===== src/hog_pkg.sv =====
package hog_pkg;

   localparam int CELL_SIZE_DEF      = 16;
   localparam int MAX_CELLS_WIDE_DEF = 8;
   localparam int MAX_CELLS_HIGH_DEF = 8;
   localparam int BIN_COUNT          = 8;

   localparam int KIND_W  = 2;
   localparam int PIXEL_W = 8;
   localparam int ADDR_W  = 9;
   localparam int VALUE_W = 21;
   localparam int CFG_W   = 4;
   localparam int CIDX_W  = 1;
   localparam int GRAD_W  = 9;
   localparam int BIN_W   = 3;
   localparam int RAD_W   = 17;
   localparam int ROOT_W  = 13;
   localparam int WORK_W  = 26;
   localparam int STEP_W  = 4;
   localparam int SQRT_STEPS = 13;

   localparam logic [KIND_W-1:0] KIND_PUSH  = 2'd0;
   localparam logic [KIND_W-1:0] KIND_READ  = 2'd1;
   localparam logic [KIND_W-1:0] KIND_START = 2'd2;

   localparam logic [CIDX_W-1:0] REG_CELLS_WIDE = 1'd0;
   localparam logic [CIDX_W-1:0] REG_CELLS_HIGH = 1'd1;

   localparam logic [VALUE_W-1:0] VALUE_MAX = '1;

   typedef enum logic [3:0] {
      ST_IDLE,
      ST_CLEAR,
      ST_READ,
      ST_FETCH,
      ST_GRAD,
      ST_SQUARE,
      ST_ROOT,
      ST_HREAD,
      ST_HWRITE,
      ST_ADVANCE,
      ST_BINRD,
      ST_RESULT
   } state_type;

   function automatic logic [BIN_W-1:0] orient_bin(input logic signed [GRAD_W-1:0] gx,
                                                   input logic signed [GRAD_W-1:0] gy);
      logic signed [GRAD_W:0] x;
      logic signed [GRAD_W:0] y;
      logic [BIN_W-1:0] b;
      x = {gx[GRAD_W-1], gx};
      y = {gy[GRAD_W-1], gy};
      if (x == 0 && y == 0) begin
         b = 3'd0;
      end else if (y >= 0 && x > 0) begin
         b = (y >= x) ? 3'd1 : 3'd0;
      end else if (x <= 0 && y > 0) begin
         b = (-x >= y) ? 3'd3 : 3'd2;
      end else if (y <= 0 && x < 0) begin
         b = (-y >= -x) ? 3'd5 : 3'd4;
      end else begin
         b = (x >= -y) ? 3'd7 : 3'd6;
      end
      return b;
   endfunction

endpackage


===== src/hog_sqrt.sv =====
module hog_sqrt (
   input  logic                        clock,
   input  logic                        reset,
   input  logic                        sq_start,
   input  logic [hog_pkg::RAD_W-1:0]   sq_radicand,
   output logic                        sq_done,
   output logic [hog_pkg::ROOT_W-1:0]  sq_root
);
   import hog_pkg::*;

   logic [WORK_W-1:0] v_ff, v_in;
   logic [WORK_W-1:0] n_ff, n_in;
   logic [STEP_W-1:0] cnt_ff, cnt_in;
   logic              run_ff, run_in;
   logic              fin_ff, fin_in;
   logic              done_ff, done_in;
   logic [ROOT_W-1:0] root_ff, root_in;
   logic [WORK_W-1:0] bit_val;
   logic [WORK_W-1:0] trial;

   // one result bit per cycle, remainder kept for rounding
   always_comb begin
      v_in    = v_ff;
      n_in    = n_ff;
      cnt_in  = cnt_ff;
      run_in  = run_ff;
      fin_in  = 1'b0;
      done_in = 1'b0;
      root_in = root_ff;
      bit_val = WORK_W'(1) << {cnt_ff, 1'b0};
      trial   = n_ff + bit_val;
      if (sq_start) begin
         v_in   = WORK_W'(sq_radicand) << 8;
         n_in   = '0;
         cnt_in = STEP_W'(SQRT_STEPS - 1);
         run_in = 1'b1;
      end else if (run_ff) begin
         if (v_ff >= trial) begin
            v_in = v_ff - trial;
            n_in = (n_ff >> 1) + bit_val;
         end else begin
            n_in = n_ff >> 1;
         end
         if (cnt_ff == '0) begin
            run_in = 1'b0;
            fin_in = 1'b1;
         end else begin
            cnt_in = cnt_ff - STEP_W'(1);
         end
      end else if (fin_ff) begin
         root_in = ROOT_W'(n_ff) + ROOT_W'(v_ff > n_ff);
         done_in = 1'b1;
      end
   end

   always_ff @(posedge clock) begin
      if (reset) begin
         run_ff  <= 1'b0;
         fin_ff  <= 1'b0;
         done_ff <= 1'b0;
      end else begin
         run_ff  <= run_in;
         fin_ff  <= fin_in;
         done_ff <= done_in;
      end
      v_ff    <= v_in;
      n_ff    <= n_in;
      cnt_ff  <= cnt_in;
      root_ff <= root_in;
   end

   assign sq_done = done_ff;
   assign sq_root = root_ff;

endmodule


===== config.mk =====
export PLATFORM = sky130hd
export DESIGN_NAME = hog_sqrt
export DESIGN_NICKNAME = d
export VERILOG_FILES = /design/src/hog_pkg.sv /design/src/hog_sqrt.sv
export SDC_FILE = /design/constraint.sdc
export NUM_CORES = 1
export LEC_CHECK = 0
export ABC_CLOCK_PERIOD_IN_PS = 8530
export BUFFER_PORTS_ARGS = -buffer_cell sky130_fd_sc_hd__buf_2
export CORE_MARGIN = 10
export CORE_UTILIZATION = 65
export CTS_CLUSTER_DIAMETER = 60
export CTS_CLUSTER_SIZE = 25
export DETAILED_ROUTE_END_ITERATION = 7
export GPL_TIMING_DRIVEN = 0
export PLACE_DENSITY = 0.91
export SLEW_MARGIN = 5
export SYNTH_ARGS = -nofsm -noshare
export SYNTH_HDL_FRONTEND = slang
export SYNTH_SLANG_ARGS = --single-unit

===== constraint.sdc =====
create_clock -name clock -period 8.53 [get_ports clock]
set_input_delay 0.853 -clock clock [delete_from_list [all_inputs] [get_ports clock]]
set_output_delay 0.853 -clock clock [all_outputs]
set_load 0.01 [all_outputs]

==> impl_metrics.py, run 1 <==
metrics = {
    "status": {
        "outcome": "finished clean",
    },
    "setup_path": {
        "cp_data_arrival_time_ns": 6.42,
        "critical_path.max_stage_delay_ns": 0.51,
        "slack_of_the_worst_reg_to_reg_path_ns": 2.13,
        "crit_path_end_kind": "flip-flop",
        "setup.worst_path.start_class": "flip-flop",
        "worst-path-max-fanout": 17,
        "critical_path_required_ns": 8.55,
        "crit_top_cell": "sky130_fd_sc_hd__ha_1",
        "max_stage_delay_cell_worst_path": "sky130_fd_sc_hd__inv_1",
        "worstSetupPathType": "flip-flop to flip-flop",
    },
    "global_routing": {
        "number_of_global_route_vias_before_repair": 6194,
        "grt_pass1_wl_mm": 30.55,
        "antenna_found_initial": 0,
        "grt_usage_pct": 25.26,
        "grt_overflow": 0,
        "pin_count_of_the_biggest_net_entering_global_routing": 18,
    },
    "placed_design": {
        "dp.final_hpwl_mm": 14.32,
        "buffer_ports.inserted": 32,
        "routabilityCongestion": 1.043,
        "dp_cells": 985,
    },
    "synthesis": {
        "post_synth_num_cell_types": 74,
        "yosysWarnings": 0,
        "synthesized_area_per_cell_sq_um": 8.331,
        "seq_area_frac_synth_pct": 25.59,
        "synth_enable_flop_cells": 30,
        "synthFlopType": "sky130_fd_sc_hd__dfxtp_1",
        "synth_cells": 817,
        "synth.cell_area_sq_um": 6807,
        "synth.ff_latch_count": 72,
        "synth_nets": 917,
        "async_flop_share_pct": 0,
    },
    "final_layout": {
        "layout_common_cells": "79 x sky130_fd_sc_hd__ha_1, 74 x sky130_fd_sc_hd__nor2_1, 68 x sky130_fd_sc_hd__nand2_1, 53 x sky130_fd_sc_hd__xnor2_1, 51 x sky130_fd_sc_hd__a21oi_1",
        "final_cells": 1001,
        "areaGrowthSynthToFinish_pct": 7.794,
        "drive_above_1_share_pct": 9.942,
        "antenna-diode-count": 0,
        "multi_input_comb_area_sq_um": 4738,
        "fillerInstances": 826,
        "layout.nets": 960,
        "regArea_sq_um": 1742,
        "layout.cells.most_common": "sky130_fd_sc_hd__ha_1",
    },
    "clock_tree": {
        "postCtsHoldBufs": 0,
        "cts_made_buffers": 9,
        "ctsLongestPathBuffers": 2,
        "postCtsSetupBuffers": 0,
        "cts_root_buffer": "sky130_fd_sc_hd__clkbuf_8",
        "clkTransAtPathRegs_ns": 0.09,
        "clock_insertion_delay_at_the_later_pin_of_the_skew_report_ns": 0.39,
        "tritoncts_num_sinks": 72,
        "tritoncts_clock_tree": "yes",
        "htree_num_levels": 3,
        "cts_repair_resize_count": 0,
    },
    "power_and_ir_drop": {
        "power_switching_share_pct": 47.88,
        "clkPwrFrac_pct": 14.6,
        "p_switching_uw": 927.0,
        "power.static_leakage_nw": 2.856,
        "pwr-share-comb_pct": 60.4,
        "ir_drop_worst_case_vdd_v": 0.0002205,
        "power_report.internal_total_mw": 1.009,
        "power.density_nw_per_um2": 263.9,
        "power_frac_seq_pct": 25.0,
    },
    "sta": {
        "final.setup_skew_ns": 0.01469,
        "finalSetupViolCount": 0,
        "maxSlewHeadroom_pct": 35.18,
        "totalNegativeSetupSlack_ns": 0,
        "whs_ns": 0.4984,
        "max_slew.worst_pin.slew_ns": 0.9681,
        "fmax_mhz": 156.3,
        "finalCritPeriodShare_pct": 75.02,
        "maxSlewViolCount": 0,
        "min_period_ns": 6.399,
        "hold_violations": 0,
        "grt_setup_unrepaired": "false",
    },
    "floorplan": {
        "num_io_pins": 34,
        "effective_utilization_at_floorplan_pct": 66.23,
        "die-width_microns": 122.3,
        "core_sq_um": 10280,
        "placementRows": 37,
        "dieArea_sq_um": 14960,
        "die_height_microns": 122.3,
    },
    "detailed_routing": {
        "routed_via_density": 6.636,
        "first_pass_iters": 6,
        "dr_total_vias": 6643,
        "post_dr_wirelength_cell_microns": 19.24,
        "drt_iter0_drc": 713,
        "route.detailed.drc": 0,
        "postRouteAntennaNets": 0,
        "totalWireLength_mm": 19.26,
    },
    "job": {
        "max_cap_violations": 0,
    },
    "worst_hold_path": {
        "min_path_type": "flip-flop to flip-flop",
    },
}
-- state kept, by name (all words and copies together), names as in the netlist --
name	flops
sq_done	1
sq_root	13
n_ff	26
v_ff	26
fin_ff	1
run_ff	1
cnt_ff	4
-- power groups by stage --
stage	clock network [mW]	logic, mW	registers, mW
3_3_place_gp	0	1.08	0.485
6_report	0.283	1.17	0.484
5_1_grt	0.292	1.27	0.489
2_1_floorplan	0	0.857	0.467
3_5_place_dp	0	1.11	0.487
4_1_cts	0.281	1.13	0.480
-- cell families after synthesis --
logic type | after synthesis | share of synthesized area [%]
AO/OA/AOI/OAI | 255 | 26.93
adder cells (fa/ha/maj) | 82 | 15.13
AND/OR/NAND/NOR | 250 | 17.46
flip-flops | 72 | 25.59
multiplexers | 6 | 0.8824
buffers and inverters | 81 | 4.871
XOR/XNOR | 71 | 9.136
-- worst max-delay path: cells and delay by family (launching register included) --
kind                     cells  cell delay, ns
AO/OA/AOI/OAI               10            2.20
adder cells (fa/ha/maj)      5            1.38
buffers and inverters        4            1.00
AND/OR/NAND/NOR              6            0.91
flip-flops                   1            0.40
XOR/XNOR                     1            0.11
-- through the flow --
step | util, % | power, mW | setup slack (ns) | area [sq um]
final | 71.39 | 1.936 | 2.131 | 7337
after global routing | 71.39 | 2.048 | 1.770 | 7337
after CTS | 71.39 | 1.894 | 2.261 | 7337
after detailed placement | 69.49 | 1.596 | 2.334 | 7142
after global placement | 69.44 | 1.565 | 2.400 | 7137
after floorplan | - | 1.323 | 3.473 | 6807
-- cell type report --
cell class / instances / share of cell area [%]
multi-input combinational: 664 / 64.58
inverter: 38 / 1.944
buffer: 43 / 2.575
clock inverter: 7 / 0.9720
timing repair buffer: 32 / 2.183
sequential: 72 / 23.74
clock buffer: 9 / 1.688
tap: 136 / 2.319
-- worst paths after layout --
| check | from | depth (start not counted) | endpoint |
|---|---|---|---|
| max reg2reg | cnt_ff[0] | 26 | v_ff[13] |
| min | v_ff[0] | 2 | v_ff[0] |
| min reg2reg | v_ff[0] | 2 | v_ff[0] |
| max | cnt_ff[0] | 26 | v_ff[13] |
-- cell usage after synthesis, drive strengths merged, types with 5 or more instances --
cell type	instances	share of area [%]
nor2b	6	0.55
nand3	20	1.5
buf	21	1.6
and2	13	1.2
and3	9	0.83
nor3	16	1.2
o41ai	5	1.1
o21a	9	0.99
o21ai	48	3.5
mux2i	6	0.88
xor2	18	2.3
o31ai	5	0.75
o21bai	10	1.2
nor2	75	4.2
nand2	68	3.7
or3	9	0.83
a221oi	7	0.90
a311oi	8	1.0
inv	37	2.0
ha	79	15
dfxtp	42	12
a22o	17	2.2
nand4	12	1.1
a211oi	22	2.5
a211o	6	0.77
a21oi	51	3.7
edfxtp	30	13
xnor2	53	6.8
a31oi	14	1.4
or2	5	0.46
clkbuf	22	1.2
a21o	23	2.5
nand2b	5	0.46
-- routing by layer --
layer  global-route usage, %  routed length (microns)  share of wire [%]
met1                   32.90                     8053                 42
met2                   39.30                     8611                 45
met3                   4.683                     1874                9.7
met4                   12.81                      717                3.7
met5                       0                        0                  0
No activity file was read; power rests on OpenSTA's default activity.
==> run 2: changes to the inputs <==
Settings changed: ABC_CLOCK_PERIOD_IN_PS 8530 to 5200, CORE_UTILIZATION 65 to 57, PLACE_DENSITY 0.91 to 0.85.
Clock period 8.53 ns to 5.2 ns, I/O delays scaled along.
==> impl_metrics.py, run 2 (synthesized netlist as in run 1, its figures left out) <==
metrics = {
    "sta": {
        "min_period_ns": 5.166,
        "final.setup_skew_ns": 0.009413,
        "fmax_mhz": 193.6,
        "max_slew.worst_pin.slew_ns": 0.7259,
        "maxSlewViolCount": 0,
        "hold_violations": 0,
        "setup_slack_after_layout_ns": 0.03361,
        "totalNegativeSetupSlack_ns": 0,
        "finalSetupViolCount": 0,
        "maxSlewHeadroom_pct": 51.61,
        "finalCritPeriodShare_pct": 99.35,
        "whs_ns": 0.3735,
    },
    "final_layout": {
        "stdcell_area_sq_um": 8119,
        "antenna-diode-count": 0,
        "layout_common_cells": "71 x sky130_fd_sc_hd__nor2_1, 68 x sky130_fd_sc_hd__ha_1, 66 x sky130_fd_sc_hd__nand2_1, 52 x sky130_fd_sc_hd__xnor2_1, 47 x sky130_fd_sc_hd__a21oi_1",
        "drive_above_1_share_pct": 18.73,
        "areaGrowthSynthToFinish_pct": 19.28,
        "layout.nets": 992,
        "layout.cells.most_common": "sky130_fd_sc_hd__nor2_1",
    },
    "floorplan": {
        "dieArea_sq_um": 16710,
        "num_io_pins": 34,
        "core_sq_um": 11560,
        "die-width_microns": 129.3,
        "effective_utilization_at_floorplan_pct": 58.86,
        "die_height_microns": 129.3,
        "placementRows": 39,
    },
    "clock_tree": {
        "ctsLongestPathBuffers": 2,
        "clkTransAtPathRegs_ns": 0.06,
        "htree_num_levels": 3,
        "postCtsHoldBufs": 0,
        "tritoncts_num_sinks": 72,
        "cts_root_buffer": "sky130_fd_sc_hd__clkbuf_16",
        "tritoncts_clock_tree": "yes",
        "clock_insertion_delay_at_the_later_pin_of_the_skew_report_ns": 0.36,
        "cts_made_buffers": 9,
    },
    "global_routing": {
        "grt_usage_pct": 23.86,
        "gr-max-usage-layer": "met2",
        "antenna_found_initial": 0,
        "use_met1_pct": 30.96,
        "number_of_global_route_vias_before_repair": 6302,
        "grt_overflow": 0,
        "grt_use_met3_pct": 4.160,
        "groute.layer.met2.usage_pct": 38.07,
        "pin_count_of_the_biggest_net_entering_global_routing": 15,
        "grt_pass1_wl_mm": 32.06,
    },
    "power_and_ir_drop": {
        "p_switching_mw": 1.708,
        "power_frac_seq_pct": 21.3,
        "power_switching_share_pct": 45.36,
        "clkPwrFrac_pct": 16.8,
        "design_power_total_mw": 3.765,
        "pwr-share-comb_pct": 61.9,
        "power_report.internal_total_mw": 2.057,
        "ir_drop_worst_case_vdd_v": 0.0003423,
        "power.density_nw_per_um2": 463.7,
        "power.static_leakage_nw": 3.184,
    },
    "setup_path": {
        "setup.worst_path.start_class": "flip-flop",
        "critical_path_required_ns": 5.26,
        "worstSetupPathType": "flip-flop to flip-flop",
        "cp_data_arrival_time_ns": 5.23,
        "crit_path_end_kind": "flip-flop",
        "worst-path-max-fanout": 14,
    },
    "placed_design": {
        "routabilityCongestion": 0.9385,
        "buffer_ports.inserted": 32,
        "post_dp_cell_area_sq_um": 7158,
        "dpl_worst_slack_ns": -1.026,
        "dp.final_hpwl_mm": 14.38,
    },
    "detailed_routing": {
        "route.detailed.drc": 0,
        "routed_via_density": 6.537,
        "totalWireLength_mm": 21.10,
        "post_dr_wirelength_cell_microns": 20.29,
        "postRouteAntennaNets": 0,
        "drt_iter0_drc": 731,
        "first_pass_iters": 5,
        "dr_total_vias": 6798,
    },
    "job": {
        "max_cap_violations": 0,
    },
    "worst_hold_path": {
        "min_path_type": "input port to flip-flop",
    },
    "status": {
        "outcome": "finished clean",
    },
}
==> run 2: power by group through the flow <==
stage / combinational [mW] / clock, mW / sequential, mW
after global placement: 1.80 / 0 / 0.798
after detailed placement: 1.83 / 0 / 0.799
after CTS: 2.01 / 0.633 / 0.788
final: 2.33 / 0.631 / 0.802
after floorplan: 1.41 / 0 / 0.766
after global routing: 2.51 / 0.648 / 0.811
==> run 2: area by class of cell <==
type,instances,area [sq um]
Timing Repair Buffer,66,456.7
Sequential cell,72,1753
Inverter,38,153.9
Buffer,41,225.2
Clock buffer,10,229.0
Clock inverter,6,61.31
Fill cell,846,3446
Tap cell,143,178.9
Multi-Input combinational cell,664,5061
==> run 2: worst max-delay path: stages, from the launching register on <==
cell and delay [ns]:
sky130_fd_sc_hd__dfxtp_4 0.35, sky130_fd_sc_hd__buf_6 0.13, sky130_fd_sc_hd__nor2b_1 0.14, sky130_fd_sc_hd__and2_1 0.20
sky130_fd_sc_hd__ha_1 0.37, sky130_fd_sc_hd__nand3_1 0.13, sky130_fd_sc_hd__or2_1 0.27, sky130_fd_sc_hd__o31a_1 0.38
sky130_fd_sc_hd__buf_4 0.17, sky130_fd_sc_hd__or3_4 0.41, sky130_fd_sc_hd__xor2_4 0.21, sky130_fd_sc_hd__ha_4 0.31
sky130_fd_sc_hd__nand3_4 0.09, sky130_fd_sc_hd__nor4_2 0.17, sky130_fd_sc_hd__nand3_1 0.18, sky130_fd_sc_hd__o211ai_4 0.14
sky130_fd_sc_hd__a31oi_4 0.14, sky130_fd_sc_hd__buf_12 0.15, sky130_fd_sc_hd__o31ai_4 0.24, sky130_fd_sc_hd__buf_12 0.16
sky130_fd_sc_hd__and2_4 0.22, sky130_fd_sc_hd__nor2_4 0.06, sky130_fd_sc_hd__clkinvlp_4 0.09, sky130_fd_sc_hd__buf_12 0.15
==> run 2: final timing paths <==
path	startpoint	to	slack, ns	cells after the start
max	cnt_ff[2]	v_ff[8]	0.03	23
min	reset	sq_done	0.37	2
max reg2reg	cnt_ff[2]	v_ff[8]	0.03	23
min reg2reg	v_ff[6]	v_ff[6]	0.50	2
==> run 2: per-layer routing <==
metal / wire, microns / vias to the layer above
met5: 0 / -
met4: 871 / 0
met3: 1843 / 64
met2: 9427 / 378
met1: 8958 / 3186
li1: - / 3170
==> run 2: through the flow <==
stage	std cells	util, %
6_report	1040	70.20
5_1_grt	1040	70.20
4_1_cts	1027	67.06
3_5_place_dp	993	61.90
3_3_place_gp	992	61.79
2_1_floorplan	817	-
==> run 2: what timing repair did <==
action / CTS / global route
cloned: 0 / 1
setup endpoints to repair: 69 / 69
pin swaps: 20 / 32
setup buffers: 20 / 12
gates resized for setup: 39 / 61
==> run 3: changes to the inputs <==
Settings changed: ABC_CLOCK_PERIOD_IN_PS 5200 to 6400, CORE_UTILIZATION 57 to 65, CTS_CLUSTER_DIAMETER 60 to default, CTS_CLUSTER_SIZE 25 to default, PLACE_DENSITY 0.85 to 0.91.
Clock period 5.2 ns to 6.4 ns, I/O delays scaled along.
==> impl_metrics.py, run 3 (synthesized netlist as in run 1, its figures left out) <==
metrics = {
    "job": {
        "max_cap_violations": 0,
    },
    "setup_path": {
        "timing.critical_path.from": "cnt_ff[0]",
        "endpoint": "v_ff[3]",
        "crit_top_cell": "sky130_fd_sc_hd__ha_1",
        "critical_path.max_stage_delay_ns": 0.46,
        "slack_of_the_worst_reg_to_reg_path_ns": 0.31,
        "ff2ff_path_depth": 26,
        "worst-path-max-fanout": 8,
        "worstSetupPathType": "flip-flop to flip-flop",
        "crit-reg2reg-capture": "v_ff[3]",
        "critical_path_required_ns": 6.72,
        "max_stage_delay_cell_worst_path": "sky130_fd_sc_hd__or3_1",
        "cp_data_arrival_time_ns": 6.41,
        "crit_path_end_kind": "flip-flop",
        "critical_path.reg2reg.startpoint": "cnt_ff[0]",
        "setup.worst_path.start_class": "flip-flop",
    },
    "placed_design": {
        "post_dp_cell_area_sq_um": 7142,
        "buffer_ports.inserted": 32,
        "routabilityCongestion": 1.043,
        "dp.final_hpwl_mm": 14.32,
        "dpl_worst_slack_ns": 0.2039,
    },
    "floorplan": {
        "num_io_pins": 34,
        "placementRows": 37,
        "core_sq_um": 10280,
        "die_height_microns": 122.3,
        "effective_utilization_at_floorplan_pct": 66.23,
        "die-width_microns": 122.3,
        "dieArea_sq_um": 14960,
    },
    "clock_tree": {
        "clock_insertion_delay_at_the_later_pin_of_the_skew_report_ns": 0.39,
        "ctsLongestPathBuffers": 2,
        "cts_root_buffer": "sky130_fd_sc_hd__clkbuf_8",
        "tritoncts_num_sinks": 72,
        "cts_made_buffers": 9,
        "htree_num_levels": 3,
        "postCtsHoldBufs": 0,
        "clkTransAtPathRegs_ns": 0.08,
        "tritoncts_clock_tree": "yes",
    },
    "detailed_routing": {
        "dr_total_vias": 6661,
        "first_pass_iters": 6,
        "met1Wirelength_mm": 7.959,
        "routed-wl-met2_mm": 8.564,
        "drt_iter0_drc": 746,
        "postRouteAntennaNets": 0,
        "top_layer_used": "met4",
        "met3_wirelength_mm": 1.979,
        "routed_via_density": 6.648,
        "route.detailed.drc": 0,
        "post_dr_wirelength_cell_microns": 19.30,
        "totalWireLength_mm": 19.34,
    },
    "global_routing": {
        "grt_pass1_wl_mm": 30.55,
        "antenna_found_initial": 0,
        "grt_overflow": 0,
        "number_of_global_route_vias_before_repair": 6194,
        "pin_count_of_the_biggest_net_entering_global_routing": 18,
        "grt_usage_pct": 25.26,
    },
    "sta": {
        "hold_violations": 0,
        "maxSlewHeadroom_pct": 34.51,
        "setup_slack_after_layout_ns": 0.3085,
        "maxSlewViolCount": 0,
        "totalNegativeSetupSlack_ns": 0,
        "min_period_ns": 6.092,
        "final.setup_skew_ns": 0.01358,
        "finalCritPeriodShare_pct": 95.18,
        "fmax_mhz": 164.2,
        "finalSetupViolCount": 0,
        "max_slew.worst_pin.slew_ns": 0.9780,
    },
    "power_and_ir_drop": {
        "power_switching_share_pct": 47.82,
        "power_report.internal_total_mw": 1.355,
        "power.density_nw_per_um2": 352.2,
        "design_power_total_mw": 2.598,
        "power.static_leakage_nw": 2.893,
        "power_frac_seq_pct": 24.8,
        "pwr-share-comb_pct": 60.6,
        "clkPwrFrac_pct": 14.6,
        "p_switching_mw": 1.242,
        "ir_drop_worst_case_vdd_v": 0.0002993,
    },
    "final_layout": {
        "drive_above_1_share_pct": 10.28,
        "utilization_of_the_core_after_routing_pct": 71.77,
        "areaGrowthSynthToFinish_pct": 8.364,
        "layout_common_cells": "79 x sky130_fd_sc_hd__ha_1, 74 x sky130_fd_sc_hd__nor2_1, 68 x sky130_fd_sc_hd__nand2_1, 53 x sky130_fd_sc_hd__xnor2_1, 51 x sky130_fd_sc_hd__a21oi_1",
        "layout.nets": 961,
        "fillerInstances": 819,
        "stdcell_area_sq_um": 7376,
        "antenna-diode-count": 0,
        "layout.cells.most_common": "sky130_fd_sc_hd__ha_1",
    },
    "status": {
        "outcome": "finished clean",
    },
    "worst_hold_path": {
        "min_path_type": "input port to flip-flop",
    },
}
==> run 3: how the worst min path moves through the flow <==
stage | start | slack [ns] | end | depth (start not counted)
5_1_grt | reset | 0.45 | run_ff | 2
3_5_place_dp | v_ff[6] | 0.48 | v_ff[6] | 2
3_3_place_gp | v_ff[6] | 0.47 | v_ff[6] | 2
2_1_floorplan | v_ff[3] | 0.45 | v_ff[3] | 2
6_report | reset | 0.43 | sq_done | 2
4_1_cts | reset | 0.44 | sq_done | 2
==> run 3: cell type report <==
class                   instances  area (sq um)  share of cell area, %
multi-input cells             664          4750                  64.39
flip-flops and latches         72          1742                  23.61
plain buffers                  43         192.7                  2.612
repair buffers                 33         180.2                  2.443
well taps                     136         170.2                  2.307
inverters                      38         146.4                  1.985
clock buffers                   9         123.9                  1.679
clock inverters                 7         71.32                 0.9669
==> run 3: metrics by stage <==
| step | instances | hold slack, ns |
|---|---|---|
| after floorplan | 817 | 0.4535 |
| after global placement | 985 | 0.4657 |
| after detailed placement | 985 | 0.4769 |
| after CTS | 1001 | 0.4357 |
| after global routing | 1002 | 0.4476 |
| final | 1002 | 0.4299 |
==> run 3: worst max-delay path, delay by kind of cell, from the launching register on <==
family	cells	cell delay, ns
xor gates and xnor gates	1	0.11
buffers and inverters	3	0.50
adders and majority gates	5	1.39
and+or+nand+nor	6	1.34
AOI/OAI and AO/OA	11	2.28
DFF	1	0.40
==> run 3: power by group through the flow <==
stage               Clock, mW  Combinational (mW)  Sequential (mW)
CTS                     0.374                1.51            0.640
floorplan                   0                1.14            0.622
detailed placement          0                1.48            0.649
global placement            0                1.44            0.646
finish                  0.378                1.57            0.645
global route            0.389                1.71            0.651
==> run 3: repair_timing <==
action                                  4_1_cts  5_1_grt
setup buffers                                 0        1
endpoints found under the setup margin        0       31
gates resized for setup                       0        5
==> run 3: routing by layer <==
metal / vias up / track usage [%]
met4: 0 / 12.81
met2: 403 / 39.30
met5: - / 0
met1: 3084 / 32.90
met3: 74 / 4.683
li1: 3100 / -
